File: src/sv/jbsc_pkg.sv
// Shared types, code unit constants and helpers for the bracket structure checker.
`default_nettype none

package jbsc_pkg;

	localparam logic [15:0] CU_LSQ   = 16'h005B;
	localparam logic [15:0] CU_RSQ   = 16'h005D;
	localparam logic [15:0] CU_LCUR  = 16'h007B;
	localparam logic [15:0] CU_RCUR  = 16'h007D;
	localparam logic [15:0] CU_QUOTE = 16'h0022;
	localparam logic [15:0] CU_BSL   = 16'h005C;

	// bracket kinds as held on the stack
	localparam logic KIND_SQUARE = 1'b0;
	localparam logic KIND_CURLY  = 1'b1;

	typedef enum logic [1:0] {
		PH_BEFORE = 2'd0,
		PH_INSIDE = 2'd1,
		PH_AFTER  = 2'd2
	} phase_t;

	typedef struct packed {
		logic depth_overflow;
		logic complete;
	} res_t;

	function automatic logic is_ws(input logic [15:0] c);
		return c inside {16'h0020, [16'h0009:16'h000D]};
	endfunction

endpackage

`default_nettype wire

File: src/sv/jbsc_ram.sv
// Generic single-port-write, single-port-read RAM with registered read data.
`default_nettype none

module jbsc_ram #(
	parameter int WIDTH = 1,
	parameter int DEPTH = 64
) (
	input  wire logic                     clk,
	input  wire logic                     we,
	input  wire logic [$clog2(DEPTH)-1:0] waddr,
	input  wire logic [WIDTH-1:0]         wdata,
	input  wire logic [$clog2(DEPTH)-1:0] raddr,
	output logic      [WIDTH-1:0]         rdata
);

	logic [WIDTH-1:0] mem [DEPTH];

	always_ff @(posedge clk) begin
		if (we) begin
			mem[waddr] <= wdata;
		end
		rdata <= mem[raddr];
	end

endmodule

`default_nettype wire

File: src/sv/jbsc_out_skid.sv
// Output register with a skid stage so the input side keeps moving while a result waits.
`default_nettype none

module jbsc_out_skid
	import jbsc_pkg::*;
(
	input  wire logic clk,
	input  wire logic arst_n,
	input  wire logic in_valid,
	output logic      in_ready,
	input  wire res_t in_res,
	output logic      out_valid,
	input  wire logic out_ready,
	output res_t      out_res
);

	logic main_valid_q;
	logic skid_valid_q;
	res_t main_q;
	res_t skid_q;
	logic take;

	assign in_ready  = !skid_valid_q;
	assign out_valid = main_valid_q;
	assign out_res   = main_q;
	assign take      = !main_valid_q || out_ready;

	always_ff @(posedge clk or negedge arst_n) begin
		if (!arst_n) begin
			main_valid_q <= 1'b0;
			skid_valid_q <= 1'b0;
		end else if (take) begin
			if (skid_valid_q) begin
				main_valid_q <= 1'b1;
				skid_valid_q <= 1'b0;
			end else begin
				main_valid_q <= in_valid;
			end
		end else if (in_valid) begin
			skid_valid_q <= 1'b1;
		end
	end

	always_ff @(posedge clk) begin
		if (take) begin
			main_q <= skid_valid_q ? skid_q : in_res;
		end else if (in_valid) begin
			skid_q <= in_res;
		end
	end

endmodule

`default_nettype wire

File: src/sv/json_bracket_structure_checker_unit.sv
// Top level: streaming bracket structure checker over UTF-16 text.
//
// Input: one code unit per transfer on s_tdata[15:0], s_tlast marks the final unit
// of a text. Output: one transfer per text, taken after its last unit, with
// m_tdata[0] = complete and m_tdata[1] = depth_overflow.
// Throughput is one code unit per cycle while s_tready is high. The bracket kinds live in a
// RAM of MAX_DEPTH one-bit entries; the top of stack is held in a register and
// the RAM is read every cycle at the entry below it, so a pop always finds the
// new top ready in the cycle after the last change.
// The result is registered in the output buffer and shows on m_tvalid once earlier results are taken.
// A two-entry output buffer decouples the sides: s_tready only falls when two
// results are waiting on a stalled receiver, and rises again once one is taken.
// After a last unit all parsing state is back at its reset value, ready for the
// next text with no gap. Reset (arst_n low) clears the parser and output buffer;
// the RAM needs no clearing since only values from pushed entries are ever used.
`default_nettype none

module json_bracket_structure_checker_unit
	import jbsc_pkg::*;
#(
	parameter int MAX_DEPTH = 64
) (
	input  wire logic        clk,
	input  wire logic        arst_n,
	input  wire logic        s_tvalid,
	output logic             s_tready,
	input  wire logic [15:0] s_tdata,  // [15:0] code_unit
	input  wire logic        s_tlast,  // is_last
	output logic             m_tvalid,
	input  wire logic        m_tready,
	output logic      [7:0]  m_tdata   // [0] complete, [1] depth_overflow, [7:2] zero
);

	localparam int NW = $clog2(MAX_DEPTH + 1);
	localparam int AW = $clog2(MAX_DEPTH);

	phase_t        phase_q, phase_d;
	logic [NW-1:0] nest_q, nest_d;
	logic          quote_q, quote_d;
	logic          bsl_q, bsl_d;
	logic          failed_q, failed_d;
	logic          ovf_q, ovf_d;
	logic          tos_q, tos_d;

	logic          accept;
	logic [15:0]   cu;
	logic          ram_we;
	logic [AW-1:0] ram_waddr;
	logic          ram_wdata;
	logic [AW-1:0] ram_raddr;
	logic          below_top;
	logic [NW-1:0] rd_ptr;
	logic          do_push, do_pop;
	logic          kind;
	res_t          res;
	res_t          out_res;

	assign accept = s_tvalid && s_tready;
	assign cu     = s_tdata;

	always_comb begin
		phase_d   = phase_q;
		nest_d    = nest_q;
		quote_d   = quote_q;
		bsl_d     = bsl_q;
		failed_d  = failed_q;
		ovf_d     = ovf_q;
		tos_d     = tos_q;
		do_push   = 1'b0;
		do_pop    = 1'b0;
		kind      = KIND_SQUARE;
		ram_we    = 1'b0;
		ram_waddr = nest_q[AW-1:0];
		ram_wdata = KIND_SQUARE;
		res       = '0;

		if (accept && !failed_q) begin
			case (phase_q)
				PH_BEFORE: begin
					if (!is_ws(cu)) begin
						if (cu == CU_LSQ) begin
							phase_d = PH_INSIDE;
							do_push = 1'b1;
						end else begin
							failed_d = 1'b1;
						end
					end
				end
				PH_INSIDE: begin
					if (quote_q) begin
						if (bsl_q) begin
							bsl_d = 1'b0;
						end else if (cu == CU_BSL) begin
							bsl_d = 1'b1;
						end else if (cu == CU_QUOTE) begin
							quote_d = 1'b0;
						end
					end else begin
						case (cu)
							CU_QUOTE: quote_d = 1'b1;
							CU_LSQ: do_push = 1'b1;
							CU_LCUR: begin
								do_push = 1'b1;
								kind    = KIND_CURLY;
							end
							CU_RSQ: do_pop = 1'b1;
							CU_RCUR: begin
								do_pop = 1'b1;
								kind   = KIND_CURLY;
							end
							default: ;
						endcase
					end
				end
				default: begin
					if (!is_ws(cu)) begin
						failed_d = 1'b1;
					end
				end
			endcase
		end

		if (do_push) begin
			if (nest_q == NW'(MAX_DEPTH)) begin
				failed_d = 1'b1;
				ovf_d    = 1'b1;
			end else begin
				ram_we    = 1'b1;
				ram_wdata = kind;
				tos_d     = kind;
				nest_d    = nest_q + NW'(1);
			end
		end

		if (do_pop) begin
			if (nest_q == '0 || tos_q != kind) begin
				failed_d = 1'b1;
			end else begin
				nest_d = nest_q - NW'(1);
				tos_d  = below_top;
				if (kind == KIND_SQUARE && nest_q == NW'(1)) begin
					phase_d = PH_AFTER;
				end
			end
		end

		if (accept && s_tlast) begin
			res.complete = !failed_d && phase_d == PH_AFTER && !quote_d && !bsl_d
				&& nest_d == '0;
			res.depth_overflow = ovf_d;
			phase_d  = PH_BEFORE;
			nest_d   = '0;
			quote_d  = 1'b0;
			bsl_d    = 1'b0;
			failed_d = 1'b0;
			ovf_d    = 1'b0;
		end
	end

	// keep the entry under the next top of stack on the read port
	assign rd_ptr    = nest_d - NW'(2);
	assign ram_raddr = rd_ptr[AW-1:0];

	always_ff @(posedge clk or negedge arst_n) begin
		if (!arst_n) begin
			phase_q  <= PH_BEFORE;
			nest_q   <= '0;
			quote_q  <= 1'b0;
			bsl_q    <= 1'b0;
			failed_q <= 1'b0;
			ovf_q    <= 1'b0;
		end else begin
			phase_q  <= phase_d;
			nest_q   <= nest_d;
			quote_q  <= quote_d;
			bsl_q    <= bsl_d;
			failed_q <= failed_d;
			ovf_q    <= ovf_d;
		end
	end

	always_ff @(posedge clk) begin
		tos_q <= tos_d;
	end

	jbsc_ram #(
		.WIDTH(1),
		.DEPTH(MAX_DEPTH)
	) u_stack (
		.clk  (clk),
		.we   (ram_we),
		.waddr(ram_waddr),
		.wdata(ram_wdata),
		.raddr(ram_raddr),
		.rdata(below_top)
	);

	jbsc_out_skid u_out (
		.clk      (clk),
		.arst_n   (arst_n),
		.in_valid (accept && s_tlast),
		.in_ready (s_tready),
		.in_res   (res),
		.out_valid(m_tvalid),
		.out_ready(m_tready),
		.out_res  (out_res)
	);

	assign m_tdata = {6'b0, out_res};

`ifndef ASSERT_OFF
	a_nest_bound: assert property (@(posedge clk) disable iff (!arst_n)
		nest_q <= NW'(MAX_DEPTH))
		else $error("nesting level beyond stack depth");

	a_before_empty: assert property (@(posedge clk) disable iff (!arst_n)
		phase_q == PH_BEFORE |-> nest_q == '0 && !quote_q && !bsl_q)
		else $error("stack or string state set before the root");

	a_after_empty: assert property (@(posedge clk) disable iff (!arst_n)
		phase_q == PH_AFTER |-> nest_q == '0)
		else $error("brackets open after the root closed");

	a_last_clears: assert property (@(posedge clk) disable iff (!arst_n)
		s_tvalid && s_tready && s_tlast |=>
			phase_q == PH_BEFORE && nest_q == '0 && !failed_q && !ovf_q)
		else $error("state not cleared after the last unit");
`endif

endmodule

`default_nettype wire
File: config.mk
export PLATFORM = sky130hd
export DESIGN_NAME = json_bracket_structure_checker_unit
export DESIGN_NICKNAME = d
export VERILOG_FILES = /design/src/sv/jbsc_pkg.sv /design/src/sv/jbsc_ram.sv /design/src/sv/jbsc_out_skid.sv /design/src/sv/json_bracket_structure_checker_unit.sv
export SDC_FILE = /design/constraint.sdc
export NUM_CORES = 1
export LEC_CHECK = 0
export BUFFER_PORTS_ARGS = -buffer_cell sky130_fd_sc_hd__buf_2
export CAP_MARGIN = 20
export CELL_PAD_IN_SITES_DETAIL_PLACEMENT = 0
export CELL_PAD_IN_SITES_GLOBAL_PLACEMENT = 2
export CORE_MARGIN = 3
export CORE_UTILIZATION = 41
export DETAILED_ROUTE_END_ITERATION = 10
export GPL_TIMING_DRIVEN = 1
export PLACE_DENSITY = 0.86
export REMOVE_ABC_BUFFERS = 1
export SLEW_MARGIN = 20
export SYNTH_ARGS = -nofsm -noshare
export SYNTH_HDL_FRONTEND = slang
export SYNTH_HIERARCHICAL = 1
export SYNTH_SLANG_ARGS = --single-unit
File: constraint.sdc
create_clock -name clk -period 6.7 [get_ports clk]
set_clock_uncertainty 0.05 [all_clocks]
set_input_delay 1.005 -clock clk [delete_from_list [all_inputs] [get_ports clk]]
set_output_delay 1.005 -clock clk [all_outputs]
set_load 0.01 [all_outputs]
==> impl_results.md, run 1 <==
* Outcome: finished, final reports clean
* Final setup vio count at 0
* CTS Sinks at 85
* Worst EP required at 6.89 ns
* Cell leakage power at 1.82 nW
* Clock Latency Late Sink at 0.35 ns
* Total track usage at 17.4%
* Postcts setup bufs at 0
* Reg area at 2460 µm²
* Setup TNS at 0 ns
* CP delay by family, top: simple AND/OR/NAND/NOR gates
* Post-synthesis simple-gate area fraction at between 20 and 25%
* Complex-gate fraction of the synthesized area at 5.43%
* Largest net degree at the start of global routing at 66
* Worst slew pin tran at 0.894 ns
* Fill cells at 1,016
* Final ANT Viol Nets at 0
* Post-Place Setup Slack at ~1.2 ns
* Routed WL at ~9.7 mm
* DR WL/cell at 17.8 µm
* Asr flop ratio synth at between 15 and 20%
* DR vias/cell at ~5.5
* # diodes at 0
* DR vias at a little under 3k
* Crit. End Element: flop
* GRT overflow at 0
* Comb pwr share at 3.2%
* Router iterations before antenna repair at 4
* Clk slew on worst S/H paths at 0.08 ns
* Largest area contributor in the netlist: edfxtp_1
* Port-buffer cells at 24
* Root Buffer: clkbuf_8
* Period utilisation layout at 76.3%
* Cell area after synthesis at 4470 µm²
* Die Y at 110 µm
* CTS tree: yes
* Layout cells sized above 1 at 17.2%
* Crit path max fanout at 16
* Final Worst Setup Slack at 1.59 ns
* Global-route wire length before repair at 15.8 mm
* Mux cell area share after synthesis at 10.4%
* PwrDens at 189 nW/µm²
* CTS max path bufs at 2
* Share of the synthesized area in the top cell type at 45.7%
* Syn-to-layout area delta at 8.24%
* Layout Utilization at 46.2%
* Internal Pwr Total at 0.712 mW
* DRC Markers at 0
* Register area share after synthesis at ~55%
* Startpoint of the worst register-to-register path: nest_q[0]
* Largest cells by area after synthesis: edfxtp_1 46%, dfrtp_1 8.4%, nor2_1 7.6%, mux4_2 5.0%, mux4_1 4.1%
* Max cap viols at 0
* Library cells used by synthesis at 64
* DR iter-0 viols at a little over 200
* Buf+Inv Stages, Crit Path at 2
* Critical Path Source Type: primary input
* Peak VDD IR at about 0.00011 V
* Nets at roughly 430
* WP data arrival at 5.31 ns
* Worst R2R End: u_stack/rdata
* Sw Ratio at between 20 and 25%
* Mean post-synth cell area at 11.7 µm²
* Worst stage delay on the critical path at approximately 0.54 ns
* Clock share of power at a little over a third
* Cts repair resizes at 0
* Flop pwr share at between 60 and 70%
* Slowest cell on the critical path: or4_4
* Initial Utilization at 42.7%
* Initial antenna violation count at 0
* RSZ-0062 raised after global routing: no
* Post-Synth XOR/XNOR Area at under 10%
* Post-layout minimum cycle time at 5.11 ns
* Inst Count DP at 527
* Min-Delay Path Depth at 2
* Hold Crit Endpoint: ovf_q
* Crit Path Class: in -> reg
* Highest Clock Rate at 196 MHz
* Vias in the first global route at roughly 3k
* Cells on worst reg2reg path at 13
* Final hold violation count at 0
* Synth warn at 6
* Synthesized flop and latch total at 85
* Hpwl dp at 6.59 mm
* Fin. max-slew vios at 0
* Post-route insts no fill at 543
* Post-Synth Adder-Cell Area at 1.40%
* Core Area at 10,500 µm²
* Cell count after synthesis at 382
* # IOs at 31
* H-tree depth at 3
* GP Congestion at 0.831
* Row count at 37
* Max-Slew Margin vs Limit at 38.7%
* Hold buffers post-CTS at 0
* Total power draw at 0.914 mW
* Main combinational cell family by area after synthesis: simple AND/OR/NAND/NOR gates
* Post-synth top flop: edfxtp_1
* Full die area at between 10,000 and 15,000 µm²
* Area of the multi-input gates at 1860 µm²
* TritonCTS buffer count at 9
* Hold_sp: ovf_q
* Worst reg2reg setup slack at 1.94 ns
* CP cell instances: buf_2 > or4_4 > nor4_4 > nand3_1 > o21ai_0 > a21oi_1 > or2_2 > ha_1 > inv_1 > mux4_2 > mux4_2 > or2_0 > a32o_1
* P_sw at 0.202 mW
* Worst Hold Class: reg -> reg
* CP dominant cell by count: mux4_2
* Die W at 110 µm
* Post-synth EDFFs at 68
[cell usage after synthesis (2+ instances only)]
cell,instances
a211oi_1,2
a21oi_1,5
a22oi_1,3
a31oi_1,3
and2_1,2
and2_2,3
and3_1,4
buf_2,2
buf_4,6
buf_6,2
clkbuf_1,10
dfrtp_1,15
dfxtp_1,2
edfxtp_1,68
ha_1,5
inv_1,13
mux2_2,4
mux4_1,7
mux4_2,10
nand2_1,14
nand2b_1,5
nand3_1,21
nand3b_1,5
nand4_1,6
nand4b_1,5
nor2_1,91
nor2b_1,8
nor3_1,7
nor4_1,5
nor4b_1,2
o2111ai_1,2
o21a_1,3
o21ai_0,3
o22ai_2,2
or2_2,2
or2b_2,2
or3_1,2
xnor2_1,3
xor2_1,3
[worst max path at each step]
stage                     cells past startpoint             end         from
after floorplan                               4  u_stack/mem[0]  s_tdata[13]
after global placement                       13   u_stack/rdata  s_tdata[13]
after detailed placement                     13   u_stack/rdata  s_tdata[13]
after CTS                                    13   u_stack/rdata  s_tdata[13]
after global routing                         13   u_stack/rdata  s_tdata[13]
final                                        13   u_stack/rdata  s_tdata[13]
[worst min-delay path, delay by kind of cell (launching register included)]
family | cells | cell delay [ns]
flops | 1 | 0.32
simple gates | 2 | 0.12
[state kept, by name (all words and copies together) (netlist names), 2 cells and up]
| register | cells |
|---|---|
| nest_q | 7 |
| phase_q | 2 |
| u_stack/mem | 64 |
| u_out/out_res | 2 |
| u_out/skid_q | 2 |
[routing by layer]
metal	routed length (µm)	global-route usage, %	up-vias
met5	0	0	-
met4	101	4.75	0
met3	480	3.26	8
met2	4880	29.0	65
met1	4210	23.3	1476
li1	-	-	1433
[power groups by stage]
stage	Combinational, mW	Clock [mW]	Sequential, mW
after floorplan	0.0136	0	0.580
after global placement	0.0292	0	0.579
after detailed placement	0.0294	0	0.579
after CTS	0.0295	0.327	0.567
after global routing	0.0336	0.351	0.568
final	0.0293	0.318	0.567
[stage by stage]
step | hold slack (ns) | cell area [µm²]
2_1_floorplan | 0.402 | 4370
3_3_place_gp | 0.420 | 4670
3_5_place_dp | 0.425 | 4670
4_1_cts | 0.442 | 4830
5_1_grt | 0.481 | 4830
6_report | 0.435 | 4830
[layout by cell type, fill, tap and decap left out, drive strengths merged, types with 7 or more instances in the layout]
| master | count |
|---|---|
| nor2 | 91 |
| edfxtp | 68 |
| buf | 25 |
| nand3 | 21 |
| mux4 | 17 |
| dfrtp | 15 |
| nand2 | 15 |
| inv | 14 |
| clkbuf | 11 |
| nor2b | 8 |
| nor3 | 7 |
[cells by family after synthesis]
kind of cell	count (synthesis)
AND/OR/NAND/NOR	195
buffers and inverters	34
XOR/XNOR	7
flip-flops	85
other	1
adder cells (fa/ha/maj)	5
multiplexers	22
AO/OA/AOI/OAI	33
[final cells by class]
| cell class | count | area share, % |
|---|---|---|
| Multi-Input combinational cell | 268 | 38.6 |
| Inverter | 13 | 1.01 |
| Sequential cell | 85 | 50.8 |
| Tap cell | 136 | 3.52 |
| Clock inverter | 5 | 0.725 |
| Clock buffer | 11 | 2.72 |
| Timing Repair Buffer | 25 | 2.64 |
No activity file was read; power rests on OpenSTA's default activity.
==> run 2: changes to the inputs <==
--- a/config.mk
+++ b/config.mk
@@ -10,10 +10,10 @@
 export CELL_PAD_IN_SITES_DETAIL_PLACEMENT = 0
 export CELL_PAD_IN_SITES_GLOBAL_PLACEMENT = 2
 export CORE_MARGIN = 3
-export CORE_UTILIZATION = 41
+export CORE_UTILIZATION = 37
 export DETAILED_ROUTE_END_ITERATION = 10
 export GPL_TIMING_DRIVEN = 1
-export PLACE_DENSITY = 0.86
+export PLACE_DENSITY = 0.82
 export REMOVE_ABC_BUFFERS = 1
 export SLEW_MARGIN = 20
 export SYNTH_ARGS = -nofsm -noshare
==> constraint.sdc (replaced) <==
create_clock -name clk -period 4.4 [get_ports clk]
set_clock_uncertainty 0.05 [all_clocks]
set_input_delay 0.66 -clock clk [delete_from_list [all_inputs] [get_ports clk]]
set_output_delay 0.66 -clock clk [all_outputs]
set_load 0.01 [all_outputs]
==> run 2 against run 1 <==
Against the previous run:
- clock-buffer cell count rose by 2
- cell count up 5.0%
- sequential power grew 53%
- core utilization shrank 1.8 points
- critical path type unchanged
==> impl_results.md, run 2 (same netlist as run 1, synthesis figures left out) <==
* Critical Path Source Type: primary input
* Commonest cells after routing, fill and taps aside: 91 x nor2_1, 68 x edfxtp_1, 24 x buf_2
* Routed WL at 10.1 mm (+4.6%)
* Worst R2R End: u_stack/rdata
* Total track usage at 15.7% (-1.7 points)
* WP data arrival at 4.28 ns (-1.03 ns)
* Highest Clock Rate at 243 MHz
* Root Buffer: clkbuf_16
* H-tree depth at 3 (unchanged)
* Layout Utilization at 44.4% (-1.8 points)
* PwrDens at 333 nW/µm² (+76%)
* Post-route insts no fill at 570 (+5.0%)
* Layout cells sized above 1 at 21.1% (+3.9 points)
* Startpoint of the worst register-to-register path: nest_q[4]
* DR WL/cell at 17.7 µm (-0.32%)
* Largest register FFs at 64 (unchanged)
* Fill cells at 1,076 (+5.9%)
* Max cap viols at 0 (unchanged)
* DR vias/cell at 5.46 (-0.65%)
* Post-layout minimum cycle time at 4.12 ns
* Largest regs: u_stack/mem (64), nest_q (7)
* Worst Hold Class: in -> async
* DRC Markers at 0 (unchanged)
* Vias in the first global route at 3,005 (+2.4%)
* Worst slew pin tran at 0.579 ns (-0.314 ns)
* Clock Latency Late Sink at 0.32 ns (-0.03 ns)
* Period utilisation layout at slightly above 90%
* Clk slew on worst S/H paths at 0.06 ns (-0.02 ns)
* Worst EP required at 4.57 ns (-2.32 ns)
* Crit path max fanout at 6 (-10)
* Crit. End Element: flop
* TritonCTS buffer count at 9 (unchanged)
* Initial antenna violation count at 0 (unchanged)
* Die Y at 116 µm (+5.0%)
* Cell leakage power at 2.01 nW (+11%)
* Cells on worst reg2reg path at 14 (+1)
* Largest net degree at the start of global routing at 66 (unchanged)
* Hpwl dp at 7.05 mm (+7.0%)
* Biggest register: u_stack/mem
* GP Congestion at 0.812 (-2.3%)
* Inst Count DP at 551 (+4.6%)
* Nets at 448 (+4.7%)
* CTS tree: yes
* Most common cell after layout, fill and taps aside: nor2_1
* Initial Utilization at 38.5% (-4.2 points)
* Port-buffer cells at 24 (unchanged)
* Syn-to-layout area delta at 15.5%
* Die W at 116 µm (+5.0%)
* Final ANT Viol Nets at 0 (unchanged)
* Worst reg2reg setup slack at 0.37 ns (-1.57 ns)
* # diodes at 0 (unchanged)
* Core Area at 11,600 µm² (+11%)
* Max-Slew Margin vs Limit at 61.4% (+23 points)
* Final setup vio count at 0 (unchanged)
* Outcome: finished, final reports clean
* Global-route wire length before repair at 16.0 mm (+1.2%)
* CTS Sinks at 85 (unchanged)
* Peak VDD IR at 0.000241 V (+130%)
* Crit Path Class: in -> reg
* DR iter-0 viols at 234 (+15%)
* RSZ-0062 raised after global routing: no
* Fin. max-slew vios at 0 (unchanged)
* Row count at 39 (+5.4%)
* Full die area at 13,400 µm² (+10%)
* Router iterations before antenna repair at 4 (unchanged)
* CTS max path bufs at 2 (unchanged)
* Setup TNS at 0 ns (unchanged)
* DR vias at 3,110 (+4.3%)
* GRT overflow at 0 (unchanged)
* Final hold violation count at 0 (unchanged)
* # IOs at 31 (unchanged)
[run 2: cell types whose count changed in the layout (fill, tap and decap cells not counted), sizes merged]
cell	before	now
clkinv	1	0
buf	25	45
clkinvlp	3	0
bufinv	0	2
clkbuf	11	13
[run 2: critical path, stage by stage]
cell	delay, ns
buf_2	0.09
or4_4	0.55
nor4_4	0.27
buf_4	0.18
nand3_1	0.09
buf_4	0.17
o21a_1	0.09
a21oi_1	0.24
or2_2	0.25
ha_1	0.25
inv_1	0.17
mux4_2	0.32
mux4_2	0.47
or2_0	0.24
a32o_1	0.22
[run 2: cell type report]
class                           count  area [µm²]  share of cell area [%]
Multi-Input combinational cell    268        1860                    36.1
Clock inverter                      3        68.8                    1.33
Tap cell                          143         179                    3.47
Clock buffer                       13         250                    4.85
Sequential cell                    85        2460                    47.6
Inverter                           13        48.8                   0.946
Timing Repair Buffer               45         290                    5.63
[run 2: through the flow]
step | worst slack (ns) | cell area (µm²) | hold slack (ns) | power [mW]
2_1_floorplan | -0.782 | 4370 | 0.314 | 0.904
3_3_place_gp | -0.0562 | 4820 | 0.418 | 0.927
3_5_place_dp | -0.141 | 4820 | 0.430 | 0.928
4_1_cts | 0.200 | 5140 | 0.195 | 1.73
5_1_grt | 0.0766 | 5160 | 0.214 | 1.77
6_report | 0.283 | 5160 | 0.191 | 1.72
[run 2: how the worst max path moves through the flow]
stage / cells after the start / slack (ns) / from / endpoint
6_report: 15 / 0.28 / s_tdata[13] / u_stack/rdata
5_1_grt: 15 / 0.08 / s_tdata[13] / u_stack/rdata
4_1_cts: 14 / 0.20 / s_tdata[13] / u_stack/rdata
3_5_place_dp: 14 / -0.14 / s_tdata[13] / u_stack/rdata
3_3_place_gp: 14 / -0.06 / s_tdata[13] / u_stack/rdata
2_1_floorplan: 4 / -0.78 / s_tdata[13] / u_stack/mem[0]
[run 2: timing repair]
action | in CTS | in global routing
hold buffers | 0 | 0
buffers inserted | 0 | 3
setup endpoints to repair | 0 | 1
gates resized for setup | 0 | 0
[run 2: where the power goes]
part	switching, mW	internal (mW)
registers	0.00203	0.863
logic	0.0275	0.0183
clock network	0.291	0.516
total	0.320	1.40
[run 2: routing by layer]
| metal | share of wire [%] | global-route usage (%) | vias up |
|---|---|---|---|
| met1 | 44 | 21.2 | 1535 |
| li1 | - | - | 1484 |
| met5 | 0 | 0 | - |
| met4 | 1.3 | 4.25 | 0 |
| met3 | 5.6 | 2.98 | 8 |
| met2 | 49 | 26.0 | 83 |
